==> src/rtl/bhz_pkg.sv <==
// shared types, register map and event codes of the button hold zone classifier
package bhz_pkg;

   localparam int DEBOUNCE_W = 8;
   localparam int HOLD_W     = 16;
   localparam int CSR_ADDR_W = 5;
   localparam int CSR_DATA_W = 32;

   localparam logic [2:0] REG_SETTLE_TICKS    = 3'd0;
   localparam logic [2:0] REG_HOLD_CONNECT_MS = 3'd1;
   localparam logic [2:0] REG_HOLD_PAIR_MS    = 3'd2;
   localparam logic [2:0] REG_HOLD_MODE_MS    = 3'd3;
   localparam logic [2:0] REG_EMIT_ENABLED    = 3'd4;

   localparam logic [DEBOUNCE_W-1:0] SETTLE_TICKS_RST    = 8'd20;
   localparam logic [HOLD_W-1:0]     HOLD_CONNECT_MS_RST = 16'd3000;
   localparam logic [HOLD_W-1:0]     HOLD_PAIR_MS_RST    = 16'd6000;
   localparam logic [HOLD_W-1:0]     HOLD_MODE_MS_RST    = 16'd9000;

   localparam logic MODE_TICK   = 1'b0;
   localparam logic MODE_CANCEL = 1'b1;

   localparam logic [2:0] BEV_NONE         = 3'd0;
   localparam logic [2:0] BEV_SHORT        = 3'd1;
   localparam logic [2:0] BEV_CONNECT      = 3'd2;
   localparam logic [2:0] BEV_PAIR         = 3'd3;
   localparam logic [2:0] BEV_MODE         = 3'd4;
   localparam logic [2:0] BEV_ZONE_CONNECT = 3'd5;
   localparam logic [2:0] BEV_ZONE_PAIR    = 3'd6;
   localparam logic [2:0] BEV_ZONE_MODE    = 3'd7;

   localparam logic [1:0] JEV_NONE      = 2'd0;
   localparam logic [1:0] JEV_PLUGGED   = 2'd1;
   localparam logic [1:0] JEV_UNPLUGGED = 2'd2;

   localparam logic [1:0] STAGE_IDLE    = 2'd0;
   localparam logic [1:0] STAGE_CONNECT = 2'd1;
   localparam logic [1:0] STAGE_PAIR    = 2'd2;
   localparam logic [1:0] STAGE_MODE    = 2'd3;

   typedef struct packed {
      logic mode;
      logic button_level;
      logic detect_level;
   } req_type;

   typedef struct packed {
      logic [2:0] button_event;
      logic [1:0] jack_event;
      logic [1:0] held_stage;
      logic       pressed_now;
      logic       plugged_now;
   } rsp_type;

   typedef struct packed {
      logic step;
      logic load;
      logic clear_wait;
   } dbc_ctrl_type;

   typedef struct packed {
      logic accepted_next;
      logic changed;
   } dbc_stat_type;

endpackage

==> src/rtl/bhz_debounce.sv <==
// one debounce channel: wait counter and accepted level
module bhz_debounce (
   input  logic                           clock,
   input  logic                           reset,
   input  logic [bhz_pkg::DEBOUNCE_W-1:0] settle_ticks,
   input  bhz_pkg::dbc_ctrl_type          ctrl,
   input  logic                           level,
   output bhz_pkg::dbc_stat_type          stat
);
   import bhz_pkg::*;

   logic [DEBOUNCE_W-1:0] wait_ff;
   logic [DEBOUNCE_W-1:0] wait_in;
   logic                  acc_ff;
   logic                  acc_in;
   logic                  changed;

   always_comb begin
      wait_in = wait_ff;
      acc_in  = acc_ff;
      changed = 1'b0;
      if (ctrl.load) begin
         acc_in = level;
         if (ctrl.clear_wait) begin
            wait_in = '0;
         end
      end else if (ctrl.step) begin
         if (wait_ff != '0) begin
            wait_in = wait_ff - 1'b1;
            if (wait_ff == DEBOUNCE_W'(1) && level != acc_ff) begin
               acc_in  = level;
               changed = 1'b1;
            end
         end else if (level != acc_ff) begin
            // zero acts as one tick
            wait_in = (settle_ticks == '0) ? DEBOUNCE_W'(1) : settle_ticks;
         end
      end
   end

   always_ff @(posedge clock) begin
      if (reset) begin
         wait_ff <= '0;
         acc_ff  <= 1'b0;
      end else begin
         wait_ff <= wait_in;
         acc_ff  <= acc_in;
      end
   end

   assign stat.accepted_next = acc_in;
   assign stat.changed       = changed;

endmodule

==> src/rtl/button_hold_zone_classifier.sv <==
// top level: debounced button and jack classifier with long-press hold zones
//
//  channel  | ports                       | width  | direction
//  req      | req_valid/req_ready/req_data | 3 bit  | in
//  rsp      | rsp_valid/rsp_ready/rsp_data | 9 bit  | out
//  csr      | csr_p* apb-style             | 32 bit | in/out
//
// one item per cycle unless stalled; each accepted item gives exactly one result next cycle
// the whole state update is one pass of compare and increment logic into the result register
// req_ready is high whenever the result register is empty or being drained
// a stalled result holds the block and no new item is taken until it moves
// reset is synchronous and needs no clearing pass
module button_hold_zone_classifier (
   input  logic                           clock,
   input  logic                           reset,
   input  logic                           req_valid,
   output logic                           req_ready,
   input  bhz_pkg::req_type               req_data,
   output logic                           rsp_valid,
   input  logic                           rsp_ready,
   output bhz_pkg::rsp_type               rsp_data,
   input  logic                           csr_psel,
   input  logic                           csr_penable,
   input  logic                           csr_pwrite,
   input  logic [bhz_pkg::CSR_ADDR_W-1:0] csr_paddr,
   input  logic [bhz_pkg::CSR_DATA_W-1:0] csr_pwdata,
   output logic [bhz_pkg::CSR_DATA_W-1:0] csr_prdata,
   output logic                           csr_pready
);
   import bhz_pkg::*;

   logic [DEBOUNCE_W-1:0] settle_ticks_ff;
   logic [HOLD_W-1:0]     hold_connect_ms_ff;
   logic [HOLD_W-1:0]     hold_pair_ms_ff;
   logic [HOLD_W-1:0]     hold_mode_ms_ff;
   logic                  emit_enabled_ff;

   logic                  booted_ff;
   logic                  booted_in;
   logic [HOLD_W-1:0]     hold_count_ff;
   logic [HOLD_W-1:0]     hold_count_in;
   logic                  hold_running_ff;
   logic                  hold_running_in;
   logic [1:0]            stage_ff;
   logic [1:0]            stage_in;

   logic                  rsp_valid_ff;
   rsp_type               rsp_data_ff;
   rsp_type               rsp_data_in;

   logic                  accept;
   logic                  csr_write;
   logic [2:0]            csr_index;
   logic                  btn_pressed;
   logic [2:0]            bev;
   logic [1:0]            jev;
   logic [HOLD_W-1:0]     count_inc;

   dbc_ctrl_type          btn_ctrl;
   dbc_ctrl_type          jack_ctrl;
   dbc_stat_type          btn_stat;
   dbc_stat_type          jack_stat;

   assign accept    = req_valid && req_ready;
   assign req_ready = !rsp_valid_ff || rsp_ready;
   assign rsp_valid = rsp_valid_ff;
   assign rsp_data  = rsp_data_ff;

   // configuration port
   assign csr_pready = 1'b1;
   assign csr_index  = csr_paddr[CSR_ADDR_W-1:2];
   assign csr_write  = csr_psel && csr_penable && csr_pwrite && csr_pready;

   always_comb begin
      csr_prdata = '0;
      unique case (csr_index)
         REG_SETTLE_TICKS:    csr_prdata = CSR_DATA_W'(settle_ticks_ff);
         REG_HOLD_CONNECT_MS: csr_prdata = CSR_DATA_W'(hold_connect_ms_ff);
         REG_HOLD_PAIR_MS:    csr_prdata = CSR_DATA_W'(hold_pair_ms_ff);
         REG_HOLD_MODE_MS:    csr_prdata = CSR_DATA_W'(hold_mode_ms_ff);
         REG_EMIT_ENABLED:    csr_prdata = CSR_DATA_W'(emit_enabled_ff);
         default:             csr_prdata = '0;
      endcase
   end

   always_ff @(posedge clock) begin
      if (reset) begin
         settle_ticks_ff    <= SETTLE_TICKS_RST;
         hold_connect_ms_ff <= HOLD_CONNECT_MS_RST;
         hold_pair_ms_ff    <= HOLD_PAIR_MS_RST;
         hold_mode_ms_ff    <= HOLD_MODE_MS_RST;
         emit_enabled_ff    <= 1'b1;
      end else if (csr_write) begin
         unique case (csr_index)
            REG_SETTLE_TICKS:    settle_ticks_ff    <= csr_pwdata[DEBOUNCE_W-1:0];
            REG_HOLD_CONNECT_MS: hold_connect_ms_ff <= csr_pwdata[HOLD_W-1:0];
            REG_HOLD_PAIR_MS:    hold_pair_ms_ff    <= csr_pwdata[HOLD_W-1:0];
            REG_HOLD_MODE_MS:    hold_mode_ms_ff    <= csr_pwdata[HOLD_W-1:0];
            REG_EMIT_ENABLED:    emit_enabled_ff    <= csr_pwdata[0];
            default: ;
         endcase
      end
   end

   // debounce control
   assign btn_pressed = !req_data.button_level;

   always_comb begin
      btn_ctrl  = '0;
      jack_ctrl = '0;
      if (accept) begin
         if (req_data.mode == MODE_CANCEL) begin
            btn_ctrl.load = 1'b1;
         end else if (!booted_ff) begin
            btn_ctrl.load        = 1'b1;
            btn_ctrl.clear_wait  = 1'b1;
            jack_ctrl.load       = 1'b1;
            jack_ctrl.clear_wait = 1'b1;
         end else begin
            btn_ctrl.step  = 1'b1;
            jack_ctrl.step = 1'b1;
         end
      end
   end

   bhz_debounce u_btn_dbc (
      .clock        (clock),
      .reset        (reset),
      .settle_ticks (settle_ticks_ff),
      .ctrl         (btn_ctrl),
      .level        (btn_pressed),
      .stat         (btn_stat)
   );

   bhz_debounce u_jack_dbc (
      .clock        (clock),
      .reset        (reset),
      .settle_ticks (settle_ticks_ff),
      .ctrl         (jack_ctrl),
      .level        (req_data.detect_level),
      .stat         (jack_stat)
   );

   // hold counter and zone ladder
   assign count_inc = (hold_count_ff == '1) ? hold_count_ff : hold_count_ff + 1'b1;

   always_comb begin
      booted_in       = booted_ff;
      hold_count_in   = hold_count_ff;
      hold_running_in = hold_running_ff;
      stage_in        = stage_ff;
      bev             = BEV_NONE;
      jev             = JEV_NONE;
      if (req_data.mode == MODE_CANCEL) begin
         hold_running_in = 1'b0;
         stage_in        = STAGE_IDLE;
      end else if (!booted_ff) begin
         booted_in       = 1'b1;
         hold_count_in   = '0;
         hold_running_in = 1'b0;
         stage_in        = STAGE_IDLE;
      end else begin
         if (btn_stat.changed) begin
            if (btn_stat.accepted_next) begin
               hold_count_in   = '0;
               hold_running_in = 1'b1;
               stage_in        = STAGE_IDLE;
            end else begin
               hold_running_in = 1'b0;
               bev             = BEV_SHORT + {1'b0, stage_ff};
            end
         end else if (hold_running_ff && btn_stat.accepted_next) begin
            hold_count_in = count_inc;
            priority if (stage_ff == STAGE_IDLE && count_inc >= hold_connect_ms_ff) begin
               stage_in = STAGE_CONNECT;
               bev      = BEV_ZONE_CONNECT;
            end else if (stage_ff == STAGE_CONNECT && count_inc >= hold_pair_ms_ff) begin
               stage_in = STAGE_PAIR;
               bev      = BEV_ZONE_PAIR;
            end else if (stage_ff == STAGE_PAIR && count_inc >= hold_mode_ms_ff) begin
               stage_in = STAGE_MODE;
               bev      = BEV_ZONE_MODE;
            end else begin
               stage_in = stage_ff;
            end
         end
         if (jack_stat.changed) begin
            jev = jack_stat.accepted_next ? JEV_PLUGGED : JEV_UNPLUGGED;
         end
      end
   end

   always_comb begin
      rsp_data_in.button_event = emit_enabled_ff ? bev : BEV_NONE;
      rsp_data_in.jack_event   = emit_enabled_ff ? jev : JEV_NONE;
      rsp_data_in.held_stage   = stage_in;
      rsp_data_in.pressed_now  = btn_stat.accepted_next;
      rsp_data_in.plugged_now  = jack_stat.accepted_next;
   end

   always_ff @(posedge clock) begin
      if (reset) begin
         booted_ff       <= 1'b0;
         hold_count_ff   <= '0;
         hold_running_ff <= 1'b0;
         stage_ff        <= STAGE_IDLE;
         rsp_valid_ff    <= 1'b0;
      end else begin
         if (accept) begin
            booted_ff       <= booted_in;
            hold_count_ff   <= hold_count_in;
            hold_running_ff <= hold_running_in;
            stage_ff        <= stage_in;
            rsp_valid_ff    <= 1'b1;
         end else if (rsp_ready) begin
            rsp_valid_ff <= 1'b0;
         end
      end
   end

   // result payload
   always_ff @(posedge clock) begin
      if (accept) begin
         rsp_data_ff <= rsp_data_in;
      end
   end

endmodule
==> config.mk <==
export PLATFORM = sky130hd
export DESIGN_NAME = button_hold_zone_classifier
export DESIGN_NICKNAME = d
export VERILOG_FILES = /design/src/rtl/bhz_pkg.sv /design/src/rtl/bhz_debounce.sv /design/src/rtl/button_hold_zone_classifier.sv
export SDC_FILE = /design/constraint.sdc
export NUM_CORES = 1
export LEC_CHECK = 0
export BUFFER_PORTS_ARGS = -buffer_cell sky130_fd_sc_hd__buf_2
export CAP_MARGIN = 5
export CORE_MARGIN = 5
export CORE_UTILIZATION = 50
export CTS_BUF_LIST = sky130_fd_sc_hd__clkbuf_16
export CTS_CLUSTER_SIZE = 20
export DETAILED_ROUTE_END_ITERATION = 12
export GPL_ROUTABILITY_DRIVEN = 0
export PLACE_DENSITY = 0.74
export SKIP_LAST_GASP = 1
export SYNTH_ARGS = -nofsm -noshare
export SYNTH_HDL_FRONTEND = slang
export SYNTH_HIERARCHICAL = 1
export SYNTH_SLANG_ARGS = --single-unit
==> constraint.sdc <==
create_clock -name clock -period 4.8 [get_ports clock]
set_clock_uncertainty 0.15 [all_clocks]
set_input_delay 0.24 -clock clock [delete_from_list [all_inputs] [get_ports clock]]
set_output_delay 0.24 -clock clock [all_outputs]
set_load 0.1 [all_outputs]
==> parameters.txt <==
Parameter                              Value

Worst setup path
  Startpoint kind of the worst setup timing path ... register
  Critical setup path kind ... register to register
  Critical Path AT ... 3.99 ns
  Data required time of the critical path ... 4.74 ns
  Critical Path Fanout Max ... 8
  CP endpoint kind ... register

Synthesis
  Count of unique library cells instantiated by Yosys ... 85
  Share of flip-flops with an asynchronous set or reset after synthesis ... 0%
  Mapped Cells ... 867
  Fraction of the yosys area taken by sequential cells ... 30.7%
  Number of enable-type register cells in the synthesized netlist ... 9
  Per-instance average area after synthesis ... 8.22 µm²
  Synthesis Warnings ... 6
  Most used flip-flop cell after synthesis ... sky130_fd_sc_hd__dfxtp_1
  Flip-flop and latch count after synthesis ... 105
  Summed instance area of the synthesized netlist ... 7130 µm²

Placed design
  Number of buffer cells added on primary ports ... 55
  Cells after DPL ... 1,069
  Total half-perimeter wirelength after legalization and detailed placement ... 13.5 mm
  Pre-CTS worst setup slack ... 0.758 ns

Clock tree
  Clock sinks ... 105
  Clock latency at the later pin of the worst-skew pair ... 0.36 ns
  CTS max path bufs ... 2
  Clock slew at reported path FFs ... 0.07 ns
  Number of resized instances in the post-cts repair step ... 0
  Level count of the clock H-tree ... 3
  Number of buffers inserted to repair setup after CTS ... 0
  Root Buffer Master ... sky130_fd_sc_hd__clkbuf_16
  Number of buffers created by CTS ... 9
  TritonCTS clock tree ... yes

Floorplan
  Total Die Area ... 16,700 µm²
  Number of core rows ... 43
  CORE AREA ... 13,900 µm²
  Io pins ... 91
  Die Ht ... 129 µm
  Width of the die ... 129 µm
  Initial core utilization ... 51.2%

Cells and area
  Finished Core Util ... 56.2%
  Total inserted antenna cells ... 0
  Fill count ... 1,289
  Growth of design area from synthesis to finish ... 9.84%
  Most common cell after layout, fill and taps aside ... sky130_fd_sc_hd__nand2_1
  Number of cells in the finished layout apart from fillers ... 1,098
  Commonest non-fill, non-tap cells in the layout ... 133 x sky130_fd_sc_hd__nand2_1, 96 x sky130_fd_sc_hd__dfxtp_1, 77 x sky130_fd_sc_hd__a21oi_1
  Ratio of cells with drive above 1 in the final layout ... 13.9%
  Final nets ... 1,019

GRT
  Global-route wire length before repair ... 30.2 mm
  Vias in the first global route ... 5,964
  Overflow after GRT ... 0
  All-Layer GR Usage ... 22.5%
  Antenna violations before repair ... 0
  Largest net degree at the start of global routing ... 68

Job
  Max cap viols ... 0

Power and ir drop
  Lkg Pwr ... 3.25 nW
  Power density cells ... 239 nW/µm²
  Peak supply drop ... 0.219 mV
  Cell internal power dissipation ... 1.30 mW
  Combinational group share of total power ... 15.5%
  Clock network power share ... 36.4%
  Switching share of power ... 30.6%
  Switching power of the nets ... 0.573 mW
  Sequential group share of total power ... 48.1%

Timing
  Post-route setup slack ... 0.751 ns
  Unrepaired setup endpoints after global routing ... false
  Maximum achievable frequency ... 0.247 GHz
  Count of endpoints failing setup in the final report ... 0
  Worst rel slew slack ... 31.6%
  Post-route minimum period ... 4.05 ns
  Final period util ... 84.3%
  Hold violation count in the final report ... 0
  Number of pins with negative max-slew slack in the final report ... 0
  Worst Max-Slew Pin Slew ... 1.02 ns
  Summed negative setup slack over all endpoints ... 0 ns

Run status
  Result of the run ... finished, final reports clean

Routing
  Router iterations before antenna repair ... 5
  Number of routed nets with antenna violations ... 0
  DR vias/cell ... 5.82
  Final Routed Wirelength ... 18.3 mm
  Drt wl/cell ... 16.7 µm
  Drt initial violations ... 498
  Count of unresolved DRC violations after routing ... 0
  Via count ... 6,388

Min path
  Worst min path class ... input port to register
cells in the mapped netlist, types with 6 or more instances:
cell type	count	area share, %
sky130_fd_sc_hd__o211ai_1	23	2.4
sky130_fd_sc_hd__edfxtp_1	9	3.8
sky130_fd_sc_hd__nand3_1	23	1.6
sky130_fd_sc_hd__a21oi_1	77	5.4
sky130_fd_sc_hd__nor2b_1	16	1.4
sky130_fd_sc_hd__nor2_1	56	2.9
sky130_fd_sc_hd__nor3_1	12	0.84
sky130_fd_sc_hd__ha_1	59	10
sky130_fd_sc_hd__inv_1	68	3.6
sky130_fd_sc_hd__and3_1	6	0.53
sky130_fd_sc_hd__nand2b_1	8	0.70
sky130_fd_sc_hd__a22oi_1	12	1.3
sky130_fd_sc_hd__mux4_2	7	2.2
sky130_fd_sc_hd__xnor2_1	12	1.5
sky130_fd_sc_hd__a31oi_1	7	0.61
sky130_fd_sc_hd__dfxtp_1	96	27
sky130_fd_sc_hd__buf_4	21	2.2
sky130_fd_sc_hd__or3_1	6	0.53
sky130_fd_sc_hd__mux2i_1	13	1.8
sky130_fd_sc_hd__nand2_1	133	7.0
sky130_fd_sc_hd__clkbuf_1	27	1.4
sky130_fd_sc_hd__o21ai_0	35	2.5
logic make-up after synthesis:
| logic type | share of synthesized area (%) |
|---|---|
| AND/OR/NAND/NOR | 22.4 |
| AO/OA/AOI/OAI | 22.1 |
| buffers and inverters | 7.74 |
| flip-flops | 30.7 |
| adder cells (fa/ha/maj) | 10.4 |
| multiplexers | 4.51 |
| XOR/XNOR | 2.09 |
| other | 0.105 |
critical path: stages (launching register included):
cell and delay, ns:
sky130_fd_sc_hd__dfxtp_1 0.43, sky130_fd_sc_hd__ha_1 0.26, sky130_fd_sc_hd__nand3_2 0.13, sky130_fd_sc_hd__nor4_4 0.57, sky130_fd_sc_hd__a21oi_2 0.21, sky130_fd_sc_hd__nand4_2 0.16, sky130_fd_sc_hd__xnor2_1 0.15, sky130_fd_sc_hd__ha_1 0.34
sky130_fd_sc_hd__nand4_1 0.18, sky130_fd_sc_hd__or3_1 0.41, sky130_fd_sc_hd__o32a_2 0.36, sky130_fd_sc_hd__nand2b_2 0.11, sky130_fd_sc_hd__a221o_1 0.22, sky130_fd_sc_hd__o22ai_1 0.10
power groups by stage:
stage | clock network (mW) | registers [mW] | logic [mW]
after floorplan | 0 | 0.952 | 0.207
after global placement | 0 | 0.922 | 0.280
after detailed placement | 0 | 0.922 | 0.280
after CTS | 0.694 | 0.902 | 0.289
after global routing | 0.731 | 0.903 | 0.308
final | 0.681 | 0.902 | 0.291
through the flow:
| step | power, mW | cell area (µm²) | hold WS [ns] |
|---|---|---|---|
| floorplan | 1.16 | 7190 | 0.215 |
| global placement | 1.20 | 7440 | 0.292 |
| detailed placement | 1.20 | 7440 | 0.297 |
| CTS | 1.88 | 7830 | 0.00668 |
| global route | 1.94 | 7830 | 0.0262 |
| finish | 1.87 | 7830 | 0.0117 |
final cells by class:
| type | instances | area (µm²) | share of cell area (%) |
|---|---|---|---|
| multi-input cells | 656 | 4450 | 56.9 |
| flip-flops and latches | 105 | 2190 | 28.0 |
| repair buffers | 73 | 443 | 5.65 |
| inverters | 68 | 255 | 3.26 |
| clock buffers | 9 | 225 | 2.88 |
| well taps | 180 | 225 | 2.88 |
| clock inverters | 7 | 38.8 | 0.495 |
flip-flops by register name, summed over array words and instances, names as in the netlist, 2 cells and up:
register	cells
hold_connect_ms_ff	16
hold_count_ff	16
hold_mode_ms_ff	16
hold_pair_ms_ff	16
rsp_data	9
settle_ticks_ff	8
stage_ff	2
u_btn_dbc/wait_ff	8
u_jack_dbc/wait_ff	8
worst paths after layout:
| kind | from | to | slack [ns] | depth (start not counted) |
|---|---|---|---|---|
| worst max-delay path | hold_count_ff[0] | rsp_data[3] | 0.75 | 13 |
| worst min-delay path | csr_pwdata[0] | hold_connect_ms_ff[0] | 0.01 | 3 |
| worst max register to register | hold_count_ff[0] | rsp_data[3] | 0.75 | 13 |
| worst min register to register | hold_pair_ms_ff[13] | hold_pair_ms_ff[13] | 0.31 | 2 |
what timing repair did:
item	in CTS	in global routing
hold buffers	13	0
endpoints found under the hold margin	27	0
endpoints found under the setup margin	0	0
per-layer routing:
| layer | global-route usage [%] | vias to the layer above | routed length (µm) |
|---|---|---|---|
| li1 | - | 3155 | - |
| met1 | 28.6 | 3008 | 7950 |
| met2 | 38.0 | 191 | 8830 |
| met3 | 5.28 | 34 | 1130 |
| met4 | 6.78 | 0 | 399 |
| met5 | 0 | - | 0 |
(Power assumes the default switching activity.)
